`src/sv/stream_find_replace_core_defines.svh`:
```
// Assertion macros for the stream find/replace core.
// No dependencies; included by the files that carry assertions.
`ifndef STREAM_FIND_REPLACE_CORE_DEFINES_SVH
`define STREAM_FIND_REPLACE_CORE_DEFINES_SVH
`ifndef SYNTHESIS
// Check with reset masking.
`define SFR_ASSERT(lbl, clk, rst_n, prop, msg) \
  lbl: assert property (@(posedge clk) disable iff (!rst_n) (prop)) else $error(msg);
// Check that also holds while reset is applied.
`define SFR_ASSERT_NR(lbl, clk, prop, msg) \
  lbl: assert property (@(posedge clk) (prop)) else $error(msg);
`else
`define SFR_ASSERT(lbl, clk, rst_n, prop, msg)
`define SFR_ASSERT_NR(lbl, clk, prop, msg)
`endif
`endif

```
`src/sv/sfr_pkg.sv`:
```
// Shared constants, types and helpers of the stream find/replace core.
// No dependencies.
package sfr_pkg;

  localparam int unsigned PATTERN_MAX = 8;
  localparam int unsigned REPLACE_MAX = 8;
  localparam int unsigned LEN_W       = 4;
  localparam int unsigned POS_W       = 3;
  localparam int unsigned COUNT_W     = 24;
  localparam logic [COUNT_W-1:0] COUNT_MAX = '1;
  localparam int unsigned CFG_IDX_W   = 3;
  localparam int unsigned CFG_DATA_W  = 64;
  localparam int unsigned CMD_DEPTH   = 4;
  localparam int unsigned CMD_PTR_W   = $clog2(CMD_DEPTH);
  localparam int unsigned CMD_CNT_W   = $clog2(CMD_DEPTH + 1);

  typedef enum logic [CFG_IDX_W-1:0] {
    REG_PATTERN,
    REG_FIND_LEN,
    REG_REPLACEMENT,
    REG_REPLACE_LEN,
    REG_MATCH_CASE
  } cfg_reg_e;

  typedef logic [PATTERN_MAX-1:0][7:0] win_t;
  typedef logic [REPLACE_MAX-1:0][7:0] rep_t;

  typedef struct packed {
    win_t             pattern;
    logic [LEN_W-1:0] find_len;
    logic             match_case;
  } match_cfg_t;

  typedef struct packed {
    rep_t             bytes;
    logic [LEN_W-1:0] len;
  } repl_cfg_t;

  // One classified input word, as handed from front to back.
  typedef struct packed {
    logic               is_repl;
    win_t               bytes;
    logic [LEN_W-1:0]   nbytes;
    logic               last;
    logic [COUNT_W-1:0] count;
  } cmd_t;

  function automatic logic [LEN_W-1:0] clamp_len(logic [LEN_W-1:0] v,
                                                 logic [LEN_W-1:0] lim);
    return (v > lim) ? lim : v;
  endfunction

endpackage

```
`src/sv/stream_find_replace_core.sv`:
```
// Top level of the stream find/replace core: configuration registers,
// front end, command queue and back end. Depends on sfr_pkg and all sfr_ modules.
//
//  channel   direction  handshake         fields
//  --------  ---------  ----------------  ------------------------------------------
//  input     in         push_i / full_o   in_byte_i, in_last_i
//  result    out        pop_i / empty_o   out_byte_o, byte_valid_o, out_last_o,
//                                         match_count_o
//  config    in         cfg_we_i          cfg_idx_i, cfg_data_i
//
//  Input: one byte a cycle while the command queue has room; the front end
//  classifies each byte in the cycle it is accepted.
//  Results: one word a cycle from the back end while the receiver pops; a byte
//  that causes k words holds the back end until all k are out (an empty command gives none).
//  The first word of a byte passes through the command queue and then the result
//  register before it is on the result ports, where it can be popped.
//  Reset clears the window fill, the count, the queue and the result valid flag;
//  no clearing pass is needed.
//  Output stalls fill the queue, and full_o then holds the input side.
module stream_find_replace_core import sfr_pkg::*; (
  input  logic                  clk_i,
  input  logic                  rst_ni,
  // input words
  input  logic                  push_i,
  output logic                  full_o,
  input  logic [7:0]            in_byte_i,
  input  logic                  in_last_i,
  // result words
  output logic                  empty_o,
  input  logic                  pop_i,
  output logic [7:0]            out_byte_o,
  output logic                  byte_valid_o,
  output logic                  out_last_o,
  output logic [COUNT_W-1:0]    match_count_o,
  // configuration writes
  input  logic                  cfg_we_i,
  input  logic [CFG_IDX_W-1:0]  cfg_idx_i,
  input  logic [CFG_DATA_W-1:0] cfg_data_i
);

  match_cfg_t mcfg_q;
  repl_cfg_t  rcfg_q;
  logic       clr_fill;
  logic       accept;
  cmd_t       front_cmd, head_cmd;
  logic       front_push, head_valid, head_pop;

  // Writing the pattern length drops any pending window bytes.
  assign clr_fill = cfg_we_i && (cfg_reg_e'(cfg_idx_i) == REG_FIND_LEN);
  assign accept   = push_i && !full_o;

  // Configuration registers; indexes beyond the list are ignored.
  always_ff @(posedge clk_i or negedge rst_ni) begin
    if (!rst_ni) begin
      mcfg_q.pattern    <= '0;
      mcfg_q.find_len   <= '0;
      mcfg_q.match_case <= 1'b1;
      rcfg_q.bytes      <= '0;
      rcfg_q.len        <= '0;
    end else if (cfg_we_i) begin
      unique case (cfg_reg_e'(cfg_idx_i))
        REG_PATTERN:     mcfg_q.pattern    <= win_t'(cfg_data_i[8*PATTERN_MAX-1:0]);
        REG_FIND_LEN:    mcfg_q.find_len   <= cfg_data_i[LEN_W-1:0];
        REG_REPLACEMENT: rcfg_q.bytes      <= rep_t'(cfg_data_i[8*REPLACE_MAX-1:0]);
        REG_REPLACE_LEN: rcfg_q.len        <= cfg_data_i[LEN_W-1:0];
        REG_MATCH_CASE:  mcfg_q.match_case <= cfg_data_i[0];
        default: ;
      endcase
    end
  end

  // Classify each accepted byte.
  sfr_front u_front (
    .clk_i      (clk_i),
    .rst_ni     (rst_ni),
    .cfg_i      (mcfg_q),
    .clr_i      (clr_fill),
    .accept_i   (accept),
    .in_byte_i  (in_byte_i),
    .in_last_i  (in_last_i),
    .cmd_o      (front_cmd),
    .cmd_push_o (front_push)
  );

  // Decouple classification from expansion.
  sfr_cmd_fifo u_cmd_fifo (
    .clk_i   (clk_i),
    .rst_ni  (rst_ni),
    .push_i  (front_push),
    .data_i  (front_cmd),
    .full_o  (full_o),
    .pop_i   (head_pop),
    .valid_o (head_valid),
    .data_o  (head_cmd)
  );

  // Expand commands into result words.
  sfr_back u_back (
    .clk_i         (clk_i),
    .rst_ni        (rst_ni),
    .cfg_i         (rcfg_q),
    .cmd_i         (head_cmd),
    .cmd_valid_i   (head_valid),
    .cmd_pop_o     (head_pop),
    .out_byte_o    (out_byte_o),
    .byte_valid_o  (byte_valid_o),
    .out_last_o    (out_last_o),
    .match_count_o (match_count_o),
    .empty_o       (empty_o),
    .pop_i         (pop_i)
  );

endmodule

```
`src/sv/sfr_front.sv`:
```
// Front end: match window, pattern compare and replacement count.
// Depends on sfr_pkg; emits one command word per accepted byte at most.
`include "stream_find_replace_core_defines.svh"
module sfr_front import sfr_pkg::*; (
  input  logic       clk_i,
  input  logic       rst_ni,
  input  match_cfg_t cfg_i,
  input  logic       clr_i,
  input  logic       accept_i,
  input  logic [7:0] in_byte_i,
  input  logic       in_last_i,
  output cmd_t       cmd_o,
  output logic       cmd_push_o
);

  function automatic logic [7:0] fold(logic [7:0] c, logic mc);
    return (!mc && c >= 8'h41 && c <= 8'h5A) ? c + 8'h20 : c;
  endfunction

  win_t               win_q, win_d, win_w;
  logic [LEN_W-1:0]   fill_q, fill_d;
  logic [COUNT_W-1:0] cnt_q, cnt_d, cnt_n;
  logic [LEN_W-1:0]   len, pos_fill, nfill;
  logic               hit;

  always_comb begin
    len      = clamp_len(cfg_i.find_len, LEN_W'(PATTERN_MAX));
    pos_fill = (fill_q >= len) ? len - LEN_W'(1) : fill_q;
    win_w    = win_q;
    win_w[pos_fill[POS_W-1:0]] = in_byte_i;
    nfill    = pos_fill + LEN_W'(1);
    hit      = 1'b1;
    for (int i = 0; i < PATTERN_MAX; i++) begin
      if (LEN_W'(i) < len &&
          fold(win_w[i], cfg_i.match_case) != fold(cfg_i.pattern[i], cfg_i.match_case)) begin
        hit = 1'b0;
      end
    end
  end

  always_comb begin
    win_d      = win_q;
    fill_d     = fill_q;
    cnt_n      = cnt_q;
    cmd_push_o = 1'b0;
    cmd_o          = '0;
    cmd_o.bytes    = win_w;
    cmd_o.last     = in_last_i;
    if (len == '0) begin
      // Pass through.
      cmd_o.bytes    = '0;
      cmd_o.bytes[0] = in_byte_i;
      cmd_o.nbytes   = LEN_W'(1);
      cmd_push_o     = 1'b1;
      fill_d         = '0;
    end else if (nfill == len) begin
      if (hit) begin
        cmd_o.is_repl = 1'b1;
        cmd_push_o    = 1'b1;
        cnt_n         = (cnt_q == COUNT_MAX) ? cnt_q : cnt_q + COUNT_W'(1);
        fill_d        = '0;
      end else begin
        // Emit oldest byte, or the whole window at end of text.
        cmd_o.nbytes = in_last_i ? len : LEN_W'(1);
        cmd_push_o   = 1'b1;
        win_d        = win_t'({8'h00, win_w[PATTERN_MAX-1:1]});
        fill_d       = len - LEN_W'(1);
      end
    end else begin
      cmd_o.nbytes = nfill;
      cmd_push_o   = in_last_i;
      win_d        = win_w;
      fill_d       = nfill;
    end
    cmd_o.count = cnt_n;
    cnt_d       = cnt_n;
    if (in_last_i) begin
      fill_d = '0;
      cnt_d  = '0;
    end
    if (!accept_i) begin
      cmd_push_o = 1'b0;
      win_d      = win_q;
      fill_d     = fill_q;
      cnt_d      = cnt_q;
    end
    if (clr_i) begin
      fill_d = '0;
    end
  end

  always_ff @(posedge clk_i or negedge rst_ni) begin
    if (!rst_ni) begin
      fill_q <= '0;
      cnt_q  <= '0;
    end else begin
      fill_q <= fill_d;
      cnt_q  <= cnt_d;
    end
  end

  always_ff @(posedge clk_i) begin
    win_q <= win_d;
  end

  `SFR_ASSERT(a_fill_below_len, clk_i, rst_ni, (fill_q < len) || (len == '0 && fill_q == '0), "window fill not below pattern length")

endmodule

```
`src/sv/sfr_cmd_fifo.sv`:
```
// Short command queue between front and back ends.
// Depends on sfr_pkg for the command type and depth.
`include "stream_find_replace_core_defines.svh"
module sfr_cmd_fifo import sfr_pkg::*; (
  input  logic clk_i,
  input  logic rst_ni,
  input  logic push_i,
  input  cmd_t data_i,
  output logic full_o,
  input  logic pop_i,
  output logic valid_o,
  output cmd_t data_o
);

  cmd_t                 mem_q [CMD_DEPTH];
  logic [CMD_PTR_W-1:0] wr_ptr_q, rd_ptr_q;
  logic [CMD_CNT_W-1:0] cnt_q;
  logic                 do_push, do_pop;

  assign full_o  = (cnt_q == CMD_CNT_W'(CMD_DEPTH));
  assign valid_o = (cnt_q != '0);
  assign data_o  = mem_q[rd_ptr_q];
  assign do_push = push_i && !full_o;
  assign do_pop  = pop_i && valid_o;

  always_ff @(posedge clk_i or negedge rst_ni) begin
    if (!rst_ni) begin
      wr_ptr_q <= '0;
      rd_ptr_q <= '0;
      cnt_q    <= '0;
    end else begin
      if (do_push) begin
        wr_ptr_q <= wr_ptr_q + CMD_PTR_W'(1);
      end
      if (do_pop) begin
        rd_ptr_q <= rd_ptr_q + CMD_PTR_W'(1);
      end
      if (do_push && !do_pop) begin
        cnt_q <= cnt_q + CMD_CNT_W'(1);
      end else if (do_pop && !do_push) begin
        cnt_q <= cnt_q - CMD_CNT_W'(1);
      end
    end
  end

  always_ff @(posedge clk_i) begin
    if (do_push) begin
      mem_q[wr_ptr_q] <= data_i;
    end
  end

  `SFR_ASSERT(a_cnt_bound, clk_i, rst_ni, cnt_q <= CMD_CNT_W'(CMD_DEPTH), "queue count above depth")
  `SFR_ASSERT(a_ptr_match, clk_i, rst_ni, (cnt_q == '0 || full_o) |-> (wr_ptr_q == rd_ptr_q), "queue pointers disagree with count")

endmodule

```
`src/sv/sfr_back.sv`:
```
// Back end: expands command words into result words, one per cycle while the output slot is free.
// Depends on sfr_pkg; holds the result register seen on the output ports.
`include "stream_find_replace_core_defines.svh"
module sfr_back import sfr_pkg::*; (
  input  logic               clk_i,
  input  logic               rst_ni,
  input  repl_cfg_t          cfg_i,
  input  cmd_t               cmd_i,
  input  logic               cmd_valid_i,
  output logic               cmd_pop_o,
  output logic [7:0]         out_byte_o,
  output logic               byte_valid_o,
  output logic               out_last_o,
  output logic [COUNT_W-1:0] match_count_o,
  output logic               empty_o,
  input  logic               pop_i
);

  logic [LEN_W-1:0]   idx_q, idx_d, data_len;
  logic               out_valid_q;
  logic [7:0]         byte_q, word_byte;
  logic               bvalid_q, last_q;
  logic [COUNT_W-1:0] count_q;
  logic               in_data, has_word, slot_free, step, final_word;

  always_comb begin
    data_len   = cmd_i.is_repl ? clamp_len(cfg_i.len, LEN_W'(REPLACE_MAX)) : cmd_i.nbytes;
    in_data    = idx_q < data_len;
    has_word   = in_data || cmd_i.last;
    slot_free  = !out_valid_q || pop_i;
    // An empty command (zero-length replacement mid-text) is dropped without waiting for a free output slot.
    step       = cmd_valid_i && (slot_free || !has_word);
    final_word = in_data ? ((idx_q + LEN_W'(1) == data_len) && !cmd_i.last) : 1'b1;
    cmd_pop_o  = step && final_word;
    idx_d      = idx_q;
    if (step) begin
      idx_d = final_word ? '0 : idx_q + LEN_W'(1);
    end
    word_byte = cmd_i.is_repl ? cfg_i.bytes[idx_q[POS_W-1:0]] : cmd_i.bytes[idx_q[POS_W-1:0]];
  end

  always_ff @(posedge clk_i or negedge rst_ni) begin
    if (!rst_ni) begin
      idx_q       <= '0;
      out_valid_q <= 1'b0;
    end else begin
      idx_q <= idx_d;
      if (step && has_word) begin
        out_valid_q <= 1'b1;
      end else if (pop_i) begin
        out_valid_q <= 1'b0;
      end
    end
  end

  always_ff @(posedge clk_i) begin
    if (step && has_word) begin
      if (in_data) begin
        byte_q   <= word_byte;
        bvalid_q <= 1'b1;
        last_q   <= 1'b0;
        count_q  <= '0;
      end else begin
        byte_q   <= 8'h00;
        bvalid_q <= 1'b0;
        last_q   <= 1'b1;
        count_q  <= cmd_i.count;
      end
    end
  end

  assign empty_o       = !out_valid_q;
  assign out_byte_o    = byte_q;
  assign byte_valid_o  = bvalid_q;
  assign out_last_o    = last_q;
  assign match_count_o = count_q;

  `SFR_ASSERT(a_idx_idle, clk_i, rst_ni, !cmd_valid_i |-> (idx_q == '0), "word index not cleared between commands")
  `SFR_ASSERT(a_idx_range, clk_i, rst_ni, cmd_valid_i |-> (idx_q < data_len || (idx_q == data_len && (cmd_i.last || idx_q == '0))), "word index past command end")

endmodule

```
`config.mk`:
```
export PLATFORM = sky130hd
export DESIGN_NAME = stream_find_replace_core
export DESIGN_NICKNAME = d
export VERILOG_FILES = /design/src/sv/sfr_pkg.sv /design/src/sv/stream_find_replace_core.sv /design/src/sv/sfr_front.sv /design/src/sv/sfr_cmd_fifo.sv /design/src/sv/sfr_back.sv
export VERILOG_INCLUDE_DIRS = /design/src /design/src/sv
export SDC_FILE = /design/constraint.sdc
export NUM_CORES = 1
export LEC_CHECK = 0
export BUFFER_PORTS_ARGS = -buffer_cell sky130_fd_sc_hd__buf_2
export CAP_MARGIN = 25
export CORE_MARGIN = 2
export CORE_UTILIZATION = 60
export CTS_CLUSTER_SIZE = 25
export DETAILED_ROUTE_END_ITERATION = 10
export PLACE_DENSITY = 0.87
export SLEW_MARGIN = 20
export SYNTH_ARGS = -nofsm -noshare
export SYNTH_HDL_FRONTEND = slang
export SYNTH_SLANG_ARGS = --single-unit
export TNS_END_PERCENT = 100
```
`constraint.sdc`:
```
create_clock -name clk_i -period 24 [get_ports clk_i]
set_input_delay 2.4 -clock clk_i [delete_from_list [all_inputs] [get_ports clk_i]]
set_output_delay 2.4 -clock clk_i [all_outputs]
set_load 0.05 [all_outputs]
```
==> flow_summary_export.csv <==
group,metric,value,unit
grt,grt_max_degree,75,
critical_path,crit_chain,"inv_1 > nand2_1 > inv_1 > ha_1 > nor2b_1 > o21ai_4 > nand2_2 > mux2i_1 > buf_4 > mux2i_1 > inv_1 > ha_1 > inv_1 > a21oi_1 > xnor2_1 > o31a_1 > nor3_1 > nand2_2 > or3_1 > xnor2_1",
placement,dp_hpwl,59.3,mm
synth,synth_ff_type,"edfxtp_1",
synth,synth_nets,2320,
clock_tree,cts_sinks,651,
timing,final.setup.tns,0,ps
final_layout,final_common_cell,"edfxtp_1",
clock_tree,path_clk_slew,60,ps
floorplan,initial_core_util,60.8,%
clock_tree,root_buffer,"clkbuf_16",
route,dr.max_layer_used,"met5",
timing,slew_viol_final,0,
grt,grt_pass1_wl,133,mm
route,vias,21100,
critical_path,crit_top_cell,"inv_1",
synth,yosys_warnings,0,
placement,placed_cells,2921,
timing,rsz0062_at_grt,"no",
clock_tree,cts_hold_buf,0,
final_layout,fin_area,34800,µm²
power_and_ir_drop,clock_power_share,19.8,%
synth,syn_inst,2203,
min_path,whs_path_depth,1,
critical_path,crit_path_end_kind,"register",
timing,hold_violations,0,
power_and_ir_drop,p_total,5.46,mW
timing,max_freq,135,MHz
route,via_per_inst,6.92,
timing,period_share,30.8,%
timing,min_period,7390,ps
floorplan,die_h,232,µm
route,wl_met2,42.1,mm
power_and_ir_drop,seqPwrFrac,36.4,%
clock_tree,cts_setup_buffers,0,
floorplan,die_x,232,µm
critical_path,slowest_delay,710,ps
clock_tree,cts_tree,"built",
timing,slew_headroom,24.3,%
synth,ys_ff_latch,651,
run_status,status,"finished, final reports clean",
timing,fin_worst_skew,26.6,ps
timing,tightest_slew,1120,ps
clock_tree,htreeDepth,3,
synth,synth_cell_types,100,
synth,syn_area_per_cell,14.2,µm²
synth,async_reset_ff_share,27.2,%
synth,synth.cell_area,31200,µm²
floorplan,rows,83,
critical_path,reg2reg_from,"mcfg_q[4]",
critical_path,timing.rr.end,"u_cmd_fifo.mem_q[1][21]",
power_and_ir_drop,internal_power,3.25,mW
final_layout,num-fill-cells,3355,
synth,ys_seq_area_share,59.7,%
final_layout,fin_cells,3050,
critical_path,cp_max_fo,33,
critical_path,critPathKind,"register to register",
final_layout,drive_gt1_share,24.9,%
power_and_ir_drop,swShare,40.5,%
grt,antenna_found_initial,2,
critical_path,cp.arrival,7810,ps
floorplan,die_area,53900,µm²
placement,place_ws,16730,ps
flow_run,maxCapViolCount,0,
synth,synth-edff-count,474,
final_layout,most-common-layout-cells,"edfxtp_1 (474), dfrtp_1 (174), nor2_1 (155)",
min_path,hold_class,"register to register",
clock_tree,cts_buffer_depth,3,
route,drtPass1Iterations,6,
clock_tree,clock_latency,640,ps
power_and_ir_drop,power_switching,2.21,mW
final_layout,final_core_util,67.8,%
critical_path,regToRegSetupSlack,16610,ps
critical_path,reg2reg_depth,20,
floorplan,io_pins,117,
power_and_ir_drop,power.static_leakage,12.8,nW
min_path,hold_start,"rcfg_q[61]",
route,wl_met1,32.0,mm
critical_path,worstPathRequired,24420,ps
clock_tree,cts_resized,0,
power_and_ir_drop,p_comb_share,43.7,%
route,avgRoutedWirePerCell,29.2,µm
grt,grt_pass1_vias,21100,
timing,setup_ws,16610,ps
critical_path,startpoint_type,"register",
timing,holdWs,504,ps
final_layout,final_nets,2429,
timing,setup_viol,0,
grt,globalRouteOverflowTotal,0,
route,wl,88.9,mm
route,met3RoutedLength,9.43,mm
critical_path,slowest_stage,"o21ai_4",
final_layout,syn2layout_area_growth,11.5,%
floorplan,coreArea,51400,µm²
min_path,hold_end,"rcfg_q[61]",
route,drc,0,
power_and_ir_drop,peakVddDrop,0.0805,mV
placement,placed_area,32500,µm²
clock_tree,numCtsBuffers,68,
power_and_ir_drop,power_density,157,nW/µm²
placement,gp_congestion,0.975,
grt,grtUsageTotal,33.9,%
route,ant_nets,0,
route,drtIter0Drc,2719,
placement,io_buffers,116,
-- worst max path at each step --
stage / start / to / slack (ps) / depth (start not counted)
2_1_floorplan: in_byte_i[0] / u_front.win_q[0] / 14470 / 14
3_3_place_gp: in_byte_i[3] / u_cmd_fifo.mem_q[0][21] / 16910 / 14
3_5_place_dp: in_byte_i[3] / u_cmd_fifo.mem_q[3][21] / 16730 / 14
4_1_cts: mcfg_q[4] / u_cmd_fifo.mem_q[1][21] / 16790 / 20
5_1_grt: mcfg_q[4] / u_cmd_fifo.mem_q[3][21] / 16270 / 20
6_report: mcfg_q[4] / u_cmd_fifo.mem_q[1][21] / 16610 / 20
-- power by group through the flow --
stage,clock (mW),combinational (mW),sequential [mW]
6_report,1.08,2.39,1.99
5_1_grt,1.13,2.54,2.02
4_1_cts,1.09,2.34,1.99
3_5_place_dp,0,2.32,2.00
3_3_place_gp,0,2.24,1.97
2_1_floorplan,0,1.57,1.99
-- state kept, by name, summed over array words and instances (netlist names), 2 cells and up --
signal / flops
u_back.out_byte_o: 8
mcfg_q: 69
u_back.match_count_o: 24
u_cmd_fifo.wr_ptr_q: 2
u_front.cnt_q: 24
u_cmd_fifo.cnt_q: 3
u_front.fill_q: 4
u_cmd_fifo.rd_ptr_q: 2
u_cmd_fifo.mem_q: 376
rcfg_q: 68
u_back.idx_q: 4
u_front.win_q: 64
-- metal layers --
layer / track usage [%] / vias to the layer above
met2: 52.6 / 1411
met1: 44.2 / 10600
met3: 8.10 / 296
li1: - / 8758
met5: 0 / -
met4: 19.0 / 2
-- synth_stat cells (all sizes together) (7+ instances only) --
master    n  area share (%)
a211oi   11            0.26
a21o     17            0.41
a21oi    66             1.1
a221o     7            0.22
a22oi     7            0.17
a311oi   13            0.48
a31oi    41            0.84
and2     47            0.95
and3     12            0.24
buf      47            0.89
clkbuf   72            0.87
dfrtp   176              14
edfxtp  474              46
ha       35             1.4
inv      61            0.73
mux2    134             4.8
mux2i    65             2.1
mux4    134             9.7
nand2   118             1.5
nand2b   18            0.36
nand3    54            0.91
nand4     9            0.18
nor2    160             2.0
nor2b    12            0.24
nor3     46            0.85
nor4     16            0.37
nor4b    11            0.31
o211ai   16            0.38
o21ai    56            0.93
o22ai    32            0.64
o31ai    13            0.31
or3      18            0.36
or4      12            0.30
xnor2    50             1.4
xor2     46             1.3
-- cell families (layout without fill, tap and decap cells) --
logic type                 count (synthesis)  count (layout)  share of synthesized area (%)
other                                      0               3                              0
adders and majority gates                 36              36                           1.47
muxes                                    333             333                           16.6
xor gates and xnor gates                  97              97                           2.85
and+or+nand+nor                          560             560                           9.23
buffers and inverters                    184             348                           2.57
AOI/OAI and AO/OA                        342             342                           7.56
DFF                                      651             651                           59.7
-- final cells by class --
type                       instances  area (µm²)  area share [%]
inverter                          64         245           0.704
timing repair buffer             159         920            2.64
multi-input combinational       1368       11800            34.0
tap                              680         851            2.44
clock inverter                    37         440            1.26
sequential                       651       18700            53.6
clock buffer                      88        1860            5.33
antenna                            3        7.51          0.0216
-- critical path: cells and delay by family (launching register included) --
kind                     cells  cell delay, ps
AND/OR/NAND/NOR              6            2440
AO/OA/AOI/OAI                3            1370
multiplexers                 2             910
buffers and inverters        5             810
adder cells (fa/ha/maj)      2             620
flip-flops                   1             600
XOR/XNOR                     2             400
(Power assumes the default switching activity.)
